File: src/hw/rtl/srsp_pkg.sv
// Shared types and constants for the sound register stream player.
`timescale 1ns / 1ps
package srsp_pkg;

	localparam logic [2:0] KIND_BYTE = 3'd0;
	localparam logic [2:0] KIND_TICK = 3'd1;
	localparam logic [2:0] KIND_PLAY = 3'd2;
	localparam logic [2:0] KIND_FADE = 3'd3;
	localparam logic [2:0] KIND_STOP = 3'd4;

	localparam logic [1:0] OUT_WRITE   = 2'd0;
	localparam logic [1:0] OUT_SEEK    = 2'd1;
	localparam logic [1:0] OUT_FRAME   = 2'd2;
	localparam logic [1:0] OUT_STOPPED = 2'd3;

	localparam logic [7:0] VOL_REG   = 8'h80;
	localparam logic [7:0] VOL_RESET = 8'h77;
	localparam logic [7:0] BYTE_END  = 8'h00;
	localparam logic [7:0] BYTE_LOOP = 8'hFF;

	localparam int STOP_LEN = 13;
	localparam int STOP_IDX_W = $clog2(STOP_LEN + 1);

	localparam logic [7:0] STOP_ADDR [STOP_LEN] = '{
		8'h84, 8'h62, 8'h63, 8'h68, 8'h69, 8'h72, 8'h78,
		8'h79, 8'h65, 8'h6D, 8'h7D, 8'h70, 8'h80
	};
	localparam logic [7:0] STOP_VAL [STOP_LEN] = '{
		8'h8F, 8'h00, 8'h08, 8'h00, 8'h08, 8'h00, 8'h00,
		8'h08, 8'h80, 8'h80, 8'h80, 8'h00, 8'h77
	};

	localparam logic [7:0] MAGIC [4] = '{8'h50, 8'h53, 8'h47, 8'h00};

	typedef enum logic [1:0] {
		CMD_WRITE,
		CMD_SEEK,
		CMD_FRAME,
		CMD_STOP
	} cmd_op_t;

	// vol_pre: a master volume write of value precedes the main action
	typedef struct packed {
		cmd_op_t     op;
		logic        vol_pre;
		logic [7:0]  addr;
		logic [7:0]  value;
		logic [31:0] offset;
	} cmd_t;

endpackage

File: src/hw/rtl/srsp_front.sv
// Front end: stream parser and player state, one command per transfer at most.
`timescale 1ns / 1ps
module srsp_front #(
	parameter int OFFSET_BYTES = 4
) (
	input  logic           clk,
	input  logic           arst_n,
	input  logic           in_valid,
	input  logic [2:0]     kind,
	input  logic [7:0]     byte_value,
	output logic           cmd_valid,
	output srsp_pkg::cmd_t cmd
);
	import srsp_pkg::*;

	localparam logic [2:0] PH_IDLE   = 3'd0;
	localparam logic [2:0] PH_HEADER = 3'd1;
	localparam logic [2:0] PH_WAIT   = 3'd2;
	localparam logic [2:0] PH_ADDR   = 3'd3;
	localparam logic [2:0] PH_DATA   = 3'd4;
	localparam logic [2:0] PH_LOOP   = 3'd5;

	localparam logic [1:0] HIDX_LAST = 2'(OFFSET_BYTES - 1);

	logic [2:0]  phase_q, phase_d;
	logic [1:0]  hidx_q, hidx_d;
	logic [7:0]  pend_addr_q, pend_addr_d;
	logic [31:0] accum_q, accum_d;
	logic        fading_q, fading_d;
	logic [3:0]  fade_cnt_q, fade_cnt_d;
	logic [7:0]  vol_q, vol_d;

	logic [31:0] accum_next;
	logic [3:0]  fade_inc;
	logic [2:0]  vol_r, vol_l;
	logic [7:0]  vol_new;
	logic        stop_fx;

	assign accum_next = accum_q | (32'(byte_value) << {hidx_q, 3'b000});
	assign fade_inc   = fade_cnt_q + 4'd1;
	assign vol_r      = (vol_q[2:0] != 3'd0) ? vol_q[2:0] - 3'd1 : 3'd0;
	assign vol_l      = (vol_q[6:4] != 3'd0) ? vol_q[6:4] - 3'd1 : 3'd0;
	assign vol_new    = {1'b0, vol_l, 1'b0, vol_r};

	always_comb begin
		phase_d     = phase_q;
		hidx_d      = hidx_q;
		pend_addr_d = pend_addr_q;
		accum_d     = accum_q;
		fading_d    = fading_q;
		fade_cnt_d  = fade_cnt_q;
		vol_d       = vol_q;
		stop_fx     = 1'b0;
		cmd_valid   = 1'b0;
		cmd         = '{op: CMD_WRITE, vol_pre: 1'b0, addr: 8'h00, value: 8'h00,
			offset: 32'h0};
		unique case (kind) inside
			KIND_BYTE: begin
				unique case (phase_q)
					PH_HEADER: begin
						if (byte_value != MAGIC[hidx_q]) begin
							phase_d = PH_IDLE;
							hidx_d  = 2'd0;
						end else if (hidx_q == 2'd3) begin
							phase_d = PH_WAIT;
							hidx_d  = 2'd0;
						end else begin
							hidx_d = hidx_q + 2'd1;
						end
					end
					PH_ADDR: begin
						if (byte_value == BYTE_END) begin
							phase_d   = PH_WAIT;
							cmd_valid = 1'b1;
							cmd.op    = CMD_FRAME;
							if (fading_q) begin
								fade_cnt_d = fade_inc;
								if (fade_inc == 4'd0) begin
									vol_d       = vol_new;
									cmd.vol_pre = 1'b1;
									cmd.value   = vol_new;
									if (vol_new == 8'h00) begin
										cmd.op  = CMD_STOP;
										stop_fx = 1'b1;
									end
								end
							end
						end else if (byte_value == BYTE_LOOP) begin
							phase_d = PH_LOOP;
							hidx_d  = 2'd0;
							accum_d = 32'h0;
						end else begin
							pend_addr_d = byte_value;
							phase_d     = PH_DATA;
						end
					end
					PH_DATA: begin
						phase_d = PH_ADDR;
						if (!(fading_q && pend_addr_q == VOL_REG)) begin
							if (pend_addr_q == VOL_REG)
								vol_d = byte_value;
							cmd_valid = 1'b1;
							cmd.op    = CMD_WRITE;
							cmd.addr  = pend_addr_q;
							cmd.value = byte_value;
						end
					end
					PH_LOOP: begin
						accum_d = accum_next;
						if (hidx_q == HIDX_LAST) begin
							hidx_d    = 2'd0;
							cmd_valid = 1'b1;
							if (accum_next != 32'h0) begin
								phase_d    = PH_ADDR;
								cmd.op     = CMD_SEEK;
								cmd.offset = accum_next;
							end else begin
								cmd.op  = CMD_STOP;
								stop_fx = 1'b1;
							end
						end else begin
							hidx_d = hidx_q + 2'd1;
						end
					end
					default: begin
					end
				endcase
			end
			KIND_TICK: begin
				if (phase_q == PH_WAIT)
					phase_d = PH_ADDR;
			end
			KIND_PLAY, KIND_STOP: begin
				cmd_valid = 1'b1;
				cmd.op    = CMD_STOP;
				stop_fx   = 1'b1;
			end
			KIND_FADE: begin
				if (!fading_q) begin
					fading_d   = 1'b1;
					fade_cnt_d = 4'd1;
				end
			end
			default: begin
			end
		endcase
		if (stop_fx) begin
			phase_d    = PH_IDLE;
			hidx_d     = 2'd0;
			fading_d   = 1'b0;
			fade_cnt_d = 4'd0;
			vol_d      = VOL_RESET;
		end
		if (kind == KIND_PLAY)
			phase_d = PH_HEADER;
	end

	always_ff @(posedge clk or negedge arst_n) begin
		if (!arst_n) begin
			phase_q     <= PH_IDLE;
			hidx_q      <= 2'd0;
			pend_addr_q <= 8'h00;
			accum_q     <= 32'h0;
			fading_q    <= 1'b0;
			fade_cnt_q  <= 4'd0;
			vol_q       <= VOL_RESET;
		end else if (in_valid) begin
			phase_q     <= phase_d;
			hidx_q      <= hidx_d;
			pend_addr_q <= pend_addr_d;
			accum_q     <= accum_d;
			fading_q    <= fading_d;
			fade_cnt_q  <= fade_cnt_d;
			vol_q       <= vol_d;
		end
	end

endmodule

File: src/hw/rtl/srsp_cmd_queue.sv
// Small command queue between the parser and the result sequencer.
`timescale 1ns / 1ps
module srsp_cmd_queue #(
	parameter int DEPTH = 4
) (
	input  logic           clk,
	input  logic           arst_n,
	input  logic           push,
	input  srsp_pkg::cmd_t push_data,
	output logic           full,
	input  logic           pop,
	output logic           head_valid,
	output srsp_pkg::cmd_t head
);
	import srsp_pkg::*;

	localparam int PTR_W = (DEPTH > 1) ? $clog2(DEPTH) : 1;
	localparam int CNT_W = $clog2(DEPTH + 1);
	localparam logic [PTR_W-1:0] PTR_LAST = PTR_W'(DEPTH - 1);

	cmd_t             slot_q [DEPTH];
	logic [PTR_W-1:0] wr_ptr_q, rd_ptr_q;
	logic [CNT_W-1:0] count_q;
	logic             do_push, do_pop;

	assign full       = (count_q == CNT_W'(DEPTH));
	assign head_valid = (count_q != '0);
	assign head       = slot_q[rd_ptr_q];
	assign do_push    = push && !full;
	assign do_pop     = pop && head_valid;

	always_ff @(posedge clk) begin
		if (do_push)
			slot_q[wr_ptr_q] <= push_data;
	end

	always_ff @(posedge clk or negedge arst_n) begin
		if (!arst_n) begin
			wr_ptr_q <= '0;
			rd_ptr_q <= '0;
			count_q  <= '0;
		end else begin
			if (do_push)
				wr_ptr_q <= (wr_ptr_q == PTR_LAST) ? '0 : wr_ptr_q + PTR_W'(1);
			if (do_pop)
				rd_ptr_q <= (rd_ptr_q == PTR_LAST) ? '0 : rd_ptr_q + PTR_W'(1);
			if (do_push && !do_pop)
				count_q <= count_q + CNT_W'(1);
			else if (do_pop && !do_push)
				count_q <= count_q - CNT_W'(1);
		end
	end

endmodule

File: src/hw/rtl/srsp_back.sv
// Back end: expands queued commands into result transfers via an output register.
`timescale 1ns / 1ps
module srsp_back (
	input  logic           clk,
	input  logic           arst_n,
	input  logic           head_valid,
	input  srsp_pkg::cmd_t head,
	output logic           head_pop,
	output logic           empty,
	input  logic           pop,
	output logic [1:0]     out_kind,
	output logic [7:0]     reg_addr,
	output logic [7:0]     reg_value,
	output logic [31:0]    seek_offset,
	output logic           last
);
	import srsp_pkg::*;

	logic [STOP_IDX_W-1:0] step_q;
	logic                  pre_done_q;
	logic                  valid_q;
	logic [1:0]            kind_q;
	logic [7:0]            addr_q, value_q;
	logic [31:0]           offset_q;
	logic                  last_q;

	logic                  load, fin, pre_now;
	logic [1:0]            r_kind;
	logic [7:0]            r_addr, r_value;
	logic [31:0]           r_offset;

	assign load     = head_valid && (!valid_q || pop);
	assign pre_now  = head.vol_pre && !pre_done_q;
	assign head_pop = load && fin;

	always_comb begin
		r_kind   = OUT_WRITE;
		r_addr   = 8'h00;
		r_value  = 8'h00;
		r_offset = 32'h0;
		fin      = 1'b0;
		if (pre_now) begin
			r_addr  = VOL_REG;
			r_value = head.value;
		end else begin
			unique case (head.op)
				CMD_WRITE: begin
					r_addr  = head.addr;
					r_value = head.value;
					fin     = 1'b1;
				end
				CMD_SEEK: begin
					r_kind   = OUT_SEEK;
					r_offset = head.offset;
					fin      = 1'b1;
				end
				CMD_FRAME: begin
					r_kind = OUT_FRAME;
					fin    = 1'b1;
				end
				CMD_STOP: begin
					if (step_q == STOP_IDX_W'(STOP_LEN)) begin
						r_kind = OUT_STOPPED;
						fin    = 1'b1;
					end else begin
						r_addr  = STOP_ADDR[step_q];
						r_value = STOP_VAL[step_q];
					end
				end
				default: begin
				end
			endcase
		end
	end

	always_ff @(posedge clk) begin
		if (load) begin
			kind_q   <= r_kind;
			addr_q   <= r_addr;
			value_q  <= r_value;
			offset_q <= r_offset;
			last_q   <= fin;
		end
	end

	always_ff @(posedge clk or negedge arst_n) begin
		if (!arst_n) begin
			valid_q    <= 1'b0;
			step_q     <= '0;
			pre_done_q <= 1'b0;
		end else begin
			if (load) begin
				valid_q <= 1'b1;
				if (fin) begin
					step_q     <= '0;
					pre_done_q <= 1'b0;
				end else if (pre_now) begin
					pre_done_q <= 1'b1;
				end else begin
					step_q <= step_q + STOP_IDX_W'(1);
				end
			end else if (pop) begin
				valid_q <= 1'b0;
			end
		end
	end

	assign empty       = !valid_q;
	assign out_kind    = kind_q;
	assign reg_addr    = addr_q;
	assign reg_value   = value_q;
	assign seek_offset = offset_q;
	assign last        = last_q;

endmodule

File: src/hw/rtl/sound_register_stream_player.sv
// Sound register stream player: parser front end, command queue, result sequencer.
// Input commands are registered in the command queue, results in the output register.
// Throughput: one input per cycle while the queue has room; results drain at one per cycle
// while the receiver pops; a stop burst of 14 results (15 after a fade) holds the queue head.
// Reset clears parser state, the queue and the output valid flag; volume shadow is 0x77.
`timescale 1ns / 1ps
module sound_register_stream_player #(
	parameter int OFFSET_BYTES = 4,
	parameter int CMD_DEPTH    = 4
) (
	input  logic        clk,
	input  logic        arst_n,
	input  logic        push,
	output logic        full,
	input  logic [2:0]  kind,
	input  logic [7:0]  byte_value,
	output logic        empty,
	input  logic        pop,
	output logic [1:0]  out_kind,
	output logic [7:0]  reg_addr,
	output logic [7:0]  reg_value,
	output logic [31:0] seek_offset,
	output logic        last
);
	import srsp_pkg::*;

	logic in_xfer;
	logic cmd_valid;
	cmd_t cmd;
	logic head_valid;
	cmd_t head;
	logic head_pop;

	assign in_xfer = push && !full;

	srsp_front #(
		.OFFSET_BYTES(OFFSET_BYTES)
	) u_front (
		.clk       (clk),
		.arst_n    (arst_n),
		.in_valid  (in_xfer),
		.kind      (kind),
		.byte_value(byte_value),
		.cmd_valid (cmd_valid),
		.cmd       (cmd)
	);

	srsp_cmd_queue #(
		.DEPTH(CMD_DEPTH)
	) u_queue (
		.clk       (clk),
		.arst_n    (arst_n),
		.push      (in_xfer && cmd_valid),
		.push_data (cmd),
		.full      (full),
		.pop       (head_pop),
		.head_valid(head_valid),
		.head      (head)
	);

	srsp_back u_back (
		.clk        (clk),
		.arst_n     (arst_n),
		.head_valid (head_valid),
		.head       (head),
		.head_pop   (head_pop),
		.empty      (empty),
		.pop        (pop),
		.out_kind   (out_kind),
		.reg_addr   (reg_addr),
		.reg_value  (reg_value),
		.seek_offset(seek_offset),
		.last       (last)
	);

endmodule

File: config.mk
export PLATFORM = sky130hd
export DESIGN_NAME = sound_register_stream_player
export DESIGN_NICKNAME = d
export VERILOG_FILES = /design/src/hw/rtl/srsp_pkg.sv /design/src/hw/rtl/srsp_front.sv /design/src/hw/rtl/srsp_cmd_queue.sv /design/src/hw/rtl/srsp_back.sv /design/src/hw/rtl/sound_register_stream_player.sv
export SDC_FILE = /design/constraint.sdc
export NUM_CORES = 1
export LEC_CHECK = 0
export BUFFER_PORTS_ARGS = -buffer_cell sky130_fd_sc_hd__buf_2
export CAP_MARGIN = 20
export CORE_UTILIZATION = 65
export CTS_CLUSTER_DIAMETER = 50
export DETAILED_ROUTE_END_ITERATION = 8
export PLACE_DENSITY_LB_ADDON = 0.2
export SLEW_MARGIN = 10
export SYNTH_ARGS = -nofsm -noshare
export SYNTH_HDL_FRONTEND = slang
export SYNTH_HIERARCHICAL = 1
export SYNTH_SLANG_ARGS = --single-unit
File: constraint.sdc
create_clock -name clk -period 6 [get_ports clk]
set_clock_uncertainty 0.2 [all_clocks]
set_input_delay 1.5 -clock clk [delete_from_list [all_inputs] [get_ports clk]]
set_output_delay 1.5 -clock clk [all_outputs]
set_load 0.1 [all_outputs]
# ---- Word-level counts from Yosys, hierarchy flattened
# Memory sizes are Yosys's and may differ from the RTL's.
# Cells that the tools add are included.
dict set report word_totals {
  ff_bits 121
  ram_bits 204
  romBits 256
  elab_cells 225
  memories 3
}
# memory words word_bits rd rd_clocked_by_memory_dff wr line
set mem_list {}
lappend mem_list {u_queue.slot_q 4 51 1 0 1 srsp_cmd_queue.sv:21} ;# cmd_t slot_q [DEPTH];
lappend mem_list {{(no name shown)} 16 8 1 0 0 srsp_back.sv:67} ;# r_value = STOP_VAL[step_q];
lappend mem_list {{(no name shown)} 16 8 1 0 0 srsp_back.sv:66} ;# r_addr = STOP_ADDR[step_q];
dict set report op_classes {
  addsub 9
  order_cmp 2
  eq_ne 39
  shifts 1
  n_mux 100
  bitwise_logic 6
  reduce_logical 47
}
# cell n
set ops {}
lappend ops {{$mux W32} 5}
lappend ops {{$mux W8} 12}
lappend ops {{$pmux W32 S2} 1}
lappend ops {{$mux W7} 8}
lappend ops {{$mux W49} 1}
lappend ops {{$pmux W8 S2} 3}
lappend ops {{$mux W3} 15}
lappend ops {{$or A32 B32 Y32} 1}
lappend ops {{$reduce_bool A32 Y1} 1}
lappend ops {{$shl A8 B5 Y32} 1}
lappend ops {{$mux W4} 7}
lappend ops {{$mux W1} 22}
lappend ops {{$mux W2} 11}
lappend ops {{$ne A3 B1 Y1 const B} 6}
lappend ops {{$bmux W8 S2} 1}
lappend ops {{$eq A8 B8 Y1 const B} 2}
lappend ops {{$logic_not A8 Y1} 2}
lappend ops {{$mux W16} 1}
lappend ops {{$reduce_and A5 Y1} 3}
lappend ops {{$reduce_bool A3 Y1} 5}
lappend ops {{$pmux W7 S2} 1}
lappend ops {{$eq A3 B2 Y1 const B} 4}
lappend ops {{$eq A3 B3 Y1 const B} 4}
lappend ops {{$ne A3 B2 Y1 const B} 4}
lappend ops {{other kinds (42)} 83}

# ---- Longest topological paths before layout
# Gate-level depths: netlist (run 1).
dict set report depth {
  depth_word 11
  mapped_depth 15
}

# ---- Hierarchy
# Netlist (run 1), hierarchy kept.
# mod n_inst cells_each area_each_um2 seq_area_each_um2
set modules_own_cells {}
lappend modules_own_cells {srsp_cmd_queue 1 304 7881.3 6301.0}
lappend modules_own_cells {srsp_front 1 457 3668.5 1408.9}
lappend modules_own_cells {srsp_back 1 207 2613.8 1681.6}
lappend modules_own_cells {sound_register_stream_player 1 2 15.0 0.0}

# ---- Worst setup path after synthesis (run 1)
# No wires, ideal clock.
dict set report synth_path {
  path_kind {input to register}
  startpoint {input port kind[1]}
  endpoint {memory u_queue/slot_q[0][0] (netlist name) (enable)}
  setup_time_ps 414
  arrival_time_ps 4224
  slack_ps 1162
  cell_stages 8
  path_buffers 2
  cell_sequence {clkbuf_1 > nor3_1 > o21ai_0 > o21ai_0 > and3b_1 > nor2b_1 > buf_6 > and2_1}
}
dict set report synth_via {
  elab_chain_cells 7
  word_cells_on_any_way 9
}
# item line
set synth_rtl {}
lappend synth_rtl {{from (decl)} sound_register_stream_player.sv:15} ;# input logic [2:0] kind,
lappend synth_rtl {{$eq A3 B2 Y1 (no line) or $eq A3 B3 Y1 (tied branches)} -}
lappend synth_rtl {{$reduce_or A2 Y1} srsp_front.sv:57} ;# unique case (kind) inside
lappend synth_rtl {{$pmux W1 S2 (*)} srsp_front.sv:57}
lappend synth_rtl {{named net cmd_valid} sound_register_stream_player.sv:28} ;# logic cmd_valid;
lappend synth_rtl {{$logic_and A1 B1 Y1 (*)} sound_register_stream_player.sv:53} ;# .push (in_xfer && cmd_valid),
lappend synth_rtl {{$logic_and A1 B1 Y1 (*)} srsp_cmd_queue.sv:29} ;# assign do_push = push && !full;
lappend synth_rtl {{named net u_queue.do_push} srsp_cmd_queue.sv:24} ;# logic do_push, do_pop;
lappend synth_rtl {{$mux W1 (*)} srsp_cmd_queue.sv:33} ;# if (do_push)
lappend synth_rtl {{$mux W1 (implied by the code) (*)} srsp_cmd_queue.sv:34} ;# slot_q[wr_ptr_q] <= push_data;
lappend synth_rtl {{to (decl)} srsp_cmd_queue.sv:21}
# Mark *: on every way through the listed nets, which the timed path passes. The rest lies on a longest branch.

# ---- Worst setup path after layout (run 1)
dict set report layout_path {
  startpoint {input port byte_value[3]}
  endpoint {memory u_queue/slot_q[1][4] (netlist name) (enable)}
}
dict set report layout_via {
  elab_chain_cells 8
}
# item line
set layout_rtl {}
lappend layout_rtl {{from (decl)} sound_register_stream_player.sv:16} ;# input logic [7:0] byte_value,
lappend layout_rtl {{$logic_not A8 Y1} srsp_front.sv:72} ;# if (byte_value == BYTE_END) begin
lappend layout_rtl {{$mux W1} srsp_front.sv:72}
lappend layout_rtl {{$pmux W1 S3} srsp_front.sv:59} ;# unique case (phase_q)
lappend layout_rtl {{$pmux W1 S2} srsp_front.sv:57}
lappend layout_rtl {{named net cmd_valid} sound_register_stream_player.sv:28}
lappend layout_rtl {{$logic_and A1 B1 Y1} sound_register_stream_player.sv:53}
lappend layout_rtl {{$logic_and A1 B1 Y1} srsp_cmd_queue.sv:29}
lappend layout_rtl {{$mux W1} srsp_cmd_queue.sv:33}
lappend layout_rtl {{$mux W1 (implied by the code)} srsp_cmd_queue.sv:34}
# The timed path passes the listed nets, and every way through them passes these cells.

==> results by group, run 1 <==
Critical path
  • Slowest CP cell: buf_4
  • Crit path max-delay family: simple AND/OR/NAND/NOR gates
  • Crit path largest cell delay: 610 ps
  • Stages on the worst setup path: 9
  • Buffers & Inverters on Critical Path: 2
  • Critical Path Sink Type: register
  • CP Cell Sequence: buf_2 > nor3_1 > and4_1 > nor3_1 > o21ai_0 > and3b_1 > nor2b_1 > and2_2 > buf_4
  • WP data required: 5930 ps
  • Setup CP Type: in -> reg
  • Worst Setup Start Kind: input pin
  • R2R cell count: 9
  • Crit-path most repeated cell: nor3_1
  • Arrival time worst endpoint: 4050 ps
  • Largest fanout on the critical path: 51

Timing
  • Max-slew headroom: 0.366
  • Fin Setup TNS: 0 ps
  • Fin. max-slew vios: 0
  • Setup Viol. Count Final: 0
  • Period minus WS final: 4110 ps
  • RSZ-0062 raised after global routing: false
  • Fmax: 243 MHz
  • Worst-Margin Slew: 951 ps
  • Final Worst Setup Slack: 1890 ps
  • Hold Vio Cnt, Final: 0
  • Final critical-path share of the clock period: 0.686

Power
  • Leakage power: 5.93 nW
  • Worst VDD drop: 0.000307 V
  • Power per cell area: 488 mW/mm^2

Die
  • I/O pin count: 68
  • Core box area: 0.0212 sq mm
  • Num rows: 53
  • Die height: 150 microns
  • Die Width: 150 microns
  • Initial Util: 0.668
  • Full die area: 0.0224 sq mm

Logic synthesis
  • Largest cells by area after synthesis: edfxtp_1 (54%), dfrtp_1 (11%), mux4_2 (7.6%)
  • Synth Area in XOR/XNOR: 0.00494
  • Post-synthesis instance area: 0.0142 sq mm
  • Count of flip-flops with a built-in enable after synthesis: 255
  • Synth Warn #: 6
  • Post-Synth Simple-Gate Area: 0.105
  • Syn Nets: 1,009
  • Complex-gate fraction of the synthesized area: 0.0774
  • Post-Syn Area per Cell: 14.6 sq um
  • Mux cell area share after synthesis: 0.0981
  • Cells after synthesis: 970
  • Synth top area share: 0.540
  • Register area share after synthesis: 0.662
  • Post-synthesis register bit count: 324
  • Main synth FF type: edfxtp_1
  • Most frequent cell after synthesis: edfxtp_1
  • Post-Synth Adder-Cell Area: 0.0217
  • FFs w/ async S/R, synth: 0.213
  • Distinct cells, synth: 74
  • Largest family of logic cells by synthesized area: simple AND/OR/NAND/NOR gates
  • Post-synth top cells: edfxtp_1 (255), nor2_1 (115), a21oi_1 (84)
  • Post-synth top area cell: edfxtp_1

Route
  • Met2 WL: 14.4 mm
  • WL per Instance: 22.2 microns
  • WL final: 29.7 mm
  • Initial DRC count: 693
  • Via count: 8,480
  • Final ANT Viol Nets: 0
  • Top sig layer: met4
  • Met3 wire len: 2.25 mm
  • Count of TritonRoute iterations in the first routing pass: 5
  • Metal-1 WL: 12.4 mm
  • Remaining DRCs: 0
  • Post-DR vias/cell: 6.35

Placed design
  • # port buffers: 67
  • Routability cong.: 0.911
  • Post-place setup slack: 1360 ps
  • Final HPWL DP: 17.9 mm

Finish
  • Area Growth Syn to Fin: 11.4%
  • Register Area: 0.00940 sq mm
  • Nets: 1,073
  • Layout cells sized above 1: 0.224
  • Area of the multi-input gates: 0.00438 sq mm
  • Diode count: 0
  • Fill cells: 1,289

Clock tree
  • TritonCTS clock tree: yes
  • Clock root cell: clkbuf_16
  • # Post-CTS Setup Buffers: 0
  • Number of buffers created by CTS: 35
  • Post-CTS sizing: 0
  • CTS clk-pin slew, worst paths: 60 ps
  • Later-pin clock latency in the skew report: 530 ps
  • Max clock buf depth: 3
  • H-tree levels: 2
  • Hold_buf cts: 0
  • Clock sinks: 324

Global routing
  • Grt total ovfl: 0
  • Global Route Usage Sum: 0.276
  • Largest net degree at the start of global routing: 70
  • Antenna violations before repair: 0
  • Vias in the first global route: 8,148
  • First-pass GRT wire length: 46.0 mm

Flow run
  • Max Cap Viol: 0

Worst hold path
  • HP Class: reg -> reg
  • Hold path depth: 1

Run status
  • Outcome: completed
logic make-up after synthesis:
logic type / after synthesis
AO/OA/AOI/OAI: 171
XOR/XNOR: 8
adder cells (fa/ha/maj): 24
buffers and inverters: 81
flip-flops: 324
multiplexers: 71
AND/OR/NAND/NOR: 291
stage by stage:
step,power (W),area (sq um),hold slack (ps),cells,utilization
2_1_floorplan,0.00530,14200,254,970,-
3_3_place_gp,0.00566,14700,277,1270,0.691
3_5_place_dp,0.00569,14700,290,1270,0.691
4_1_cts,0.00774,15700,302,1334,0.742
5_1_grt,0.00802,15800,348,1336,0.744
6_report,0.00771,15800,303,1336,0.744
where the power goes:
part           leakage, nW  switching, W  internal (W)
sequential            3.26      0.000202       0.00281
combinational         2.13       0.00191      0.000767
clock                0.539      0.000849       0.00117
path summary, 6_finish.rpt:
check / end / from / slack, ps
min in group asynchronous: u_back/step_q[3] / arst_n / 980
hold reg to reg: u_queue/count_q[2] / u_queue/count_q[2] / 300
setup reg to reg: u_queue/slot_q[1][4] / u_front/phase_q[1] / 2020
max in group asynchronous: u_queue/rd_ptr_q[0] / arst_n / 3970
hold / removal: u_queue/count_q[2] / u_queue/count_q[2] / 300
setup / recovery: u_queue/slot_q[1][4] / byte_value[3] / 1890
layout make-up:
type	instances	share of cell area
sequential	324	0.595
tap	275	0.0218
timing repair buffer	82	0.0304
clock buffer	46	0.0601
clock inverter	18	0.00935
multi-input combinational	565	0.277
inverter	26	0.00618
cells in the final DEF (no fill, tap or decap), drive strengths merged, types with 11 or more instances in the layout:
cell type / instances
mux4: 51
clkinv: 12
o21ai: 35
ha: 23
clkbuf: 46
nand3: 12
nand2: 32
mux2: 16
a21oi: 84
nor3: 16
dfrtp: 63
buf: 82
nor4: 11
and3: 45
inv: 29
nand2b: 11
edfxtp: 255
nor2: 115
routing by layer:
metal	vias up	GRT usage
li1	3831	-
met1	4228	0.388
met2	364	0.435
met3	57	0.0616
met4	0	0.0823
met5	-	0
state kept, by name, summed over array words and instances (netlist names):
signal / cells
u_queue/slot_q: 204
u_back/seek_offset: 32
u_front/accum_q: 32
u_back/reg_addr: 8
u_back/reg_value: 8
u_front/pend_addr_q: 8
u_front/vol_q: 6
u_back/step_q: 4
u_front/fade_cnt_q: 4
u_front/phase_q: 3
u_queue/count_q: 3
u_back/out_kind: 2
u_front/hidx_q: 2
u_queue/rd_ptr_q: 2
u_queue/wr_ptr_q: 2
u_back/last: 1
u_back/pre_done_q: 1
u_back/valid_q: 1
u_front/fading_q: 1
(Power assumes the default switching activity.)
==> inputs of run 2 (changes only) <==
Settings changed: ABC_AREA set to 1, CORE_UTILIZATION 65 to 56.
Clock period 6 ns to 3.6 ns, I/O delays scaled along.
==> run 2 against run 1 <==
Effect of this change: die area up 28%; count of clock-buffer cells in the layout increased by 2; worst hold slack got worse by 180 ps; combinational power up 120%; cell count rose by 51%; core utilization down 9.7 points; total power up 88%; largest cell class unchanged; highest routed layer unchanged.
==> results by group, run 2 <==
Timing
  • Period minus WS final: 3160 ps
  • Hold Vio Cnt, Final: 0 (unchanged)
  • Worst-Margin Slew: 951 ps (+0.561 ps)
  • Final critical-path share of the clock period: 0.877
  • Fmax: 317 MHz
  • RSZ-0062 raised after global routing: false
  • Fin Hold WS: 123 ps (-181 ps)
  • Fin. max-slew vios: 0 (unchanged)
  • Fin Setup TNS: 0 ps (unchanged)
  • Setup Viol. Count Final: 0 (unchanged)
  • Max-slew headroom: 0.360 (-0.00622)
  • Final Worst Setup Slack: 442 ps (-1440 ps)

Clock tree
  • H-tree levels: 2 (unchanged)
  • Later-pin clock latency in the skew report: 520 ps (about the same)
  • Max clock buf depth: 3 (unchanged)
  • Clock sinks: 324 (unchanged)
  • TritonCTS clock tree: yes
  • Clock root cell: clkbuf_16
  • Post-CTS sizing: 0 (unchanged)
  • Hold_buf cts: 0 (unchanged)
  • CTS clk-pin slew, worst paths: 60 ps (about the same)
  • # Post-CTS Setup Buffers: 0 (unchanged)
  • Number of buffers created by CTS: 37 (+5.7%)

Critical path
  • Worst r2r src: u_queue/rd_ptr_q[0]
  • Critical Path Sink Type: register
  • Reg-to-Reg End: u_queue/count_q[1]
  • Crit path to: u_queue/count_q[1]
  • WP data required: 3800 ps (-2130 ps)
  • R2R Setup Slk: 440 ps (-1580 ps)
  • R2R cell count: 12 (+3)
  • Largest fanout on the critical path: 11 (-78%)
  • CP startpoint: u_queue/rd_ptr_q[0]
  • Worst Setup Start Kind: register
  • Setup CP Type: reg -> reg
  • Arrival time worst endpoint: 3360 ps (-690 ps)

Logic synthesis
  • Largest family of logic cells by synthesized area: simple AND/OR/NAND/NOR gates
  • Post-Synth Adder-Cell Area: 0.0197 (-0.00201)
  • FFs w/ async S/R, synth: 0.213 (unchanged)
  • Synth Warn #: 6 (unchanged)
  • Largest cells by area after synthesis: edfxtp_1 (49%), dfrtp_1 (10%), nand2_1 (8.8%)
  • Cells after synthesis: 1,540 (+59%)
  • Distinct cells, synth: 43 (-42%)
  • Synth top area share: 0.490 (-0.0501)
  • Syn Nets: 1,579 (+56%)
  • Post-Syn Area per Cell: 10.1 sq um (-31%)
  • Complex-gate fraction of the synthesized area: 0.103 (+0.0256)
  • Most frequent cell after synthesis: nand2_1
  • Post-synthesis instance area: 0.0156 sq mm (+10%)
  • Synth Area in XOR/XNOR: 0.00392 (-0.00102)
  • Count of flip-flops with a built-in enable after synthesis: 255 (unchanged)
  • Mux cell area share after synthesis: 0.000721 (-0.0974)
  • Post-synth top cells: nand2_1 (367), edfxtp_1 (255), inv_1 (233)
  • Register area share after synthesis: 0.601 (-0.0615)
  • Post-synthesis register bit count: 324 (unchanged)
  • Post-synth top area cell: edfxtp_1
  • Main synth FF type: edfxtp_1
  • Post-Synth Simple-Gate Area: 0.180 (+0.0748)

Finish
  • Largest register FFs: 204 (unchanged)
  • Layout cells sized above 1: 0.165 (-0.0589)
  • Nets: 1,661 (+55%)
  • Commonest non-fill, non-tap cell in the layout: nand2_1
  • Diode count: 0 (unchanged)
  • Area Growth Syn to Fin: 12.6%
  • Final core occ: 0.647 (-0.0967)
  • Largest Register: u_queue/slot_q
  • Highest-count cells in the layout ignoring fill and taps: nand2_1 (367), edfxtp_1 (255), inv_1 (232)

Power
  • Power per cell area: 823 mW/mm^2 (+68%)
  • Tot Pwr: 0.0145 W (+88%)
  • Worst VDD drop: 0.000487 V (+59%)
  • Leakage power: 7.46 nW (+26%)

Global routing
  • Vias in the first global route: 10,300 (+26%)
  • First-pass GRT wire length: 53.9 mm (+17%)
  • Grt total ovfl: 0 (unchanged)
  • Antenna violations before repair: 0 (unchanged)
  • Global Route Usage Sum: 0.243 (-0.0328)
  • Largest net degree at the start of global routing: 176 (+150%)

Die
  • I/O pin count: 68 (unchanged)
  • Die height: 169 microns (+13%)
  • Die Width: 169 microns (+13%)
  • Core box area: 0.0272 sq mm (+28%)
  • Full die area: 0.0286 sq mm (+28%)
  • Num rows: 60 (+13%)
  • Initial Util: 0.575 (-0.0931)

Placed design
  • Routability cong.: 0.915 (+0.49%)
  • Final HPWL DP: 22.3 mm (+24%)
  • # port buffers: 67 (unchanged)
  • Post-place setup slack: 134 ps (-1220 ps)

Route
  • Via count: 10,800 (+28%)
  • Final ANT Viol Nets: 0 (unchanged)
  • Initial DRC count: 1,150 (+66%)
  • Remaining DRCs: 0 (unchanged)
  • WL per Instance: 16.7 microns (-25%)
  • Count of TritonRoute iterations in the first routing pass: 6 (+1)
  • WL final: 33.8 mm (+14%)
  • Post-DR vias/cell: 5.36 (-16%)

Worst hold path
  • HP Class: in -> async

Flow run
  • Max Cap Viol: 0 (unchanged)

Run status
  • Outcome: completed
[run 2: changes by cell type in the layout (fill, tap and decap cells not counted), sizes merged, moves of 19 or more]
cell    before  now
nand2       32  384
inv         29  244
o211ai       1  102
nand3       12   86
a21oi       84   26
mux4        51    0
o21ai       35   84
and3        45    0
buf         82  114
nor3        16   35
[run 2: per-layer routing]
layer,GRT usage,up-vias,routed length (microns)
met5,0,-,0
met3,0.0365,49,2100
met4,0.0619,0,624
met1,0.352,5145,15400
met2,0.387,351,15700
li1,-,5293,-
[run 2: kinds of logic (layout without fill, tap and decap cells)]
family / count (synthesis) / after routing
mux: 1 / 1
compound gates: 217 / 217
xor+xnor: 7 / 7
simple gates: 651 / 651
flops: 324 / 324
buf+inv: 316 / 426
fa+ha+maj: 24 / 24
[run 2: worst max-delay path, stage by stage (launching register included)]
cell and delay (ps):
dfrtp_4 530, o211ai_1 200, nand2_1 180, ha_1 340
nand2_1 150, nand2_1 110, nor2_1 260, nand2_1 190
ha_1 240, inv_1 90, fa_1 410, nand2_1 70
o21ai_0 70
[run 2: how the worst min path moves through the flow]
| stage | startpoint | endpoint |
|---|---|---|
| final | arst_n | u_queue/rd_ptr_q[0] |
| after floorplan | u_front/vol_q[1] | u_front/vol_q[1] |
| after CTS | arst_n | u_queue/rd_ptr_q[1] |
| after global placement | u_front/vol_q[5] | u_front/vol_q[5] |
| after global routing | arst_n | u_queue/rd_ptr_q[1] |
| after detailed placement | u_front/vol_q[1] | u_front/vol_q[1] |
[run 2: power by group]
group	leakage [nW]	internal (W)	switching (W)	total, W
registers	3.25	0.00475	0.000235	0.00498
clock network	0.577	0.00220	0.00146	0.00366
logic	3.63	0.00125	0.00459	0.00584
[run 2: cell type report]
class	count	area [sq um]
fill	2171	9580
inverter	245	927
tap	372	465
multi-input combinational	900	4840
timing repair buffer	114	776
sequential	324	9400
clock inverter	19	225
clock buffer	48	967
[run 2: through the flow]
step	area [sq um]	std cells
6_report	17600	2022
4_1_cts	17600	2022
3_5_place_dp	16400	1955
5_1_grt	17600	2022
2_1_floorplan	15600	1540
3_3_place_gp	16400	1955
==> inputs of run 3 (changes only) <==
Settings changed: BUFFER_PORTS_ARGS -buffer_cell sky130_fd_sc_hd__buf_2 to -buffer_cell sky130_fd_sc_hd__buf_4, TNS_END_PERCENT set to 50.
==> run 3 against run 2 <==
Effect of this change: routed wire length grew 0.52%; worst hold slack gained 130 ps; critical endpoint is now u_queue/count_q[2]; largest power group unchanged; first-iteration DRC count shrank 12%; die area is the same; final area grew 1.2%; largest cell class unchanged; register-to-register slack is essentially flat; core utilization grew 0.78 points.
==> results by group, run 3 (synthesis gave the netlist of run 2 again) <==
Route
  • Top sig layer: met4
  • Final ANT Viol Nets: 0 (unchanged)
  • Count of TritonRoute iterations in the first routing pass: 5 (-1)
  • WL per Instance: 16.8 microns (+0.42%)
  • Via count: 10,800 (-0.037%)
  • Met3 wire len: 2.20 mm (+4.7%)
  • Met2 WL: 15.5 mm (-0.82%)
  • Initial DRC count: 1,013 (-12%)
  • Remaining DRCs: 0 (unchanged)
  • WL final: 34.0 mm (+0.52%)
  • Post-DR vias/cell: 5.35 (-0.14%)
  • Metal-1 WL: 15.6 mm (+1.2%)

Finish
  • Layout cells sized above 1: 0.168 (+0.00283)
  • Diode count: 0 (unchanged)
  • Largest register FFs: 204 (unchanged)
  • Highest-count cells in the layout ignoring fill and taps: nand2_1 (367), edfxtp_1 (255), inv_1 (232)
  • Commonest non-fill, non-tap cell in the layout: nand2_1
  • Final core occ: 0.655 (+0.00783)
  • Final instance count without filler cells: 2,024 (+0.099%)
  • Area Growth Syn to Fin: 13.9%
  • Nets: 1,660 (-0.060%)
  • Largest Register: u_queue/slot_q

Global routing
  • Grt total ovfl: 0 (unchanged)
  • Global Route Usage Sum: 0.241 (-0.00162)
  • Vias in the first global route: 10,100 (-1.7%)
  • Antenna violations before repair: 0 (unchanged)
  • Largest net degree at the start of global routing: 94 (-47%)
  • First-pass GRT wire length: 53.8 mm (-0.26%)

Power
  • Worst VDD drop: 0.000427 V (-12%)
  • Power per cell area: 832 mW/mm^2 (+1.1%)
  • Leakage power: 7.52 nW (+0.80%)
  • Tot Pwr: 0.0148 W (+2.3%)

Timing
  • Setup Viol. Count Final: 0 (unchanged)
  • Fin. max-slew vios: 0 (unchanged)
  • Hold Vio Cnt, Final: 0 (unchanged)
  • Fmax: 317 MHz (+0.23%)
  • RSZ-0062 raised after global routing: false
  • Max-slew headroom: 0.316 (-0.0444)
  • Worst-Margin Slew: 1030 ps (+75.4 ps)
  • Final critical-path share of the clock period: 0.875 (-0.00205)
  • Period minus WS final: 3150 ps (-7.37 ps)

Placed design
  • # port buffers: 67 (unchanged)
  • Placed Cells: 1,952 (-0.15%)
  • Final HPWL DP: 22.4 mm (+0.44%)
  • Routability cong.: 0.890 (-2.8%)

Clock tree
  • Clock sinks: 324 (unchanged)
  • Number of buffers created by CTS: 39 (+5.4%)
  • CTS clk-pin slew, worst paths: 50 ps (about the same)
  • Hold_buf cts: 0 (unchanged)
  • # Post-CTS Setup Buffers: 0 (unchanged)
  • Later-pin clock latency in the skew report: 530 ps (about the same)
  • Max clock buf depth: 3 (unchanged)
  • Post-CTS sizing: 0 (unchanged)
  • Clock root cell: clkbuf_16
  • H-tree levels: 2 (unchanged)
  • TritonCTS clock tree: yes

Critical path
  • Arrival time worst endpoint: 3350 ps (about the same)
  • Slowest CP cell: nor2_1
  • Crit path largest cell delay: 400 ps (-130 ps)
  • Crit-path most repeated cell: nand2_1
  • CP Cell Sequence: ha_1 > clkinv_1 > nor2_1 > nor3_1 > o21ai_0 > inv_1 > nor2_2 > nand2_1 > inv_1 > ha_1 > inv_1 > fa_1 > nand2_1 > nand3_1 > nand2_1 > nand2_1
  • Largest fanout on the critical path: 10 (-1)
  • WP data required: 3800 ps (about the same)
  • Setup CP Type: reg -> reg
  • Worst Setup Start Kind: register
  • Critical Path Sink Type: register

Die
  • Core box area: 0.0272 sq mm (unchanged)
  • Die Width: 169 microns (unchanged)
  • I/O pin count: 68 (unchanged)
  • Full die area: 0.0286 sq mm (unchanged)
  • Num rows: 60 (unchanged)
  • Initial Util: 0.575 (unchanged)
  • Die height: 169 microns (unchanged)

Worst hold path
  • HP Class: in -> async

Flow run
  • Max Cap Viol: 0 (unchanged)

Run status
  • Outcome: completed
[run 3: where the power goes]
group | switching, W | internal [W]
sequential | 0.000245 | 0.00475
combinational | 0.00459 | 0.00141
clock | 0.00153 | 0.00227
[run 3: through the flow]
step	worst slack [ps]	TNS [ps]	cell area, sq um	hold WS (ps)
finish	450	0	17800	249
global route	141	0	17800	299
detailed placement	98.1	0	16500	264
global placement	193	0	16500	263
floorplan	-434	-88490	15600	250
CTS	435	0	17800	268
[run 3: area by class of cell]
class	instances	area [sq um]
inverters	245	927
repair buffers	111	921
flip-flops and latches	324	9400
clock buffers	47	1030
fillers	2133	9370
clock inverters	25	233
well taps	372	465
multi-input cells	900	4840
[run 3: layer usage]
layer | vias up | global-route usage
li1 | 5300 | -
met1 | 5095 | 0.356
met2 | 391 | 0.374
met3 | 48 | 0.0372
met4 | 0 | 0.0666
met5 | - | 0
[run 3: critical path: cells and delay by family (launching register included)]
kind / cells / cell delay [ps]
AOI/OAI and AO/OA: 1 / 170
and+or+nand+nor: 8 / 1040
DFF: 1 / 350
adders and majority gates: 3 / 760
buffers and inverters: 4 / 520
[run 3: final timing paths]
path                              startpoint               endpoint  slack, ps  cells after the start
max                        u_front/hidx_q[0]     u_queue/count_q[2]        450                     16
min                                   arst_n  u_front/fade_cnt_q[2]        250                      1
max reg2reg                u_front/hidx_q[0]     u_queue/count_q[2]        450                     16
min reg2reg                 u_front/vol_q[5]       u_front/vol_q[5]        270                      2
max in group asynchronous             arst_n    u_front/accum_q[21]       2310                      2
min in group clk            u_front/vol_q[5]       u_front/vol_q[5]        270                      2
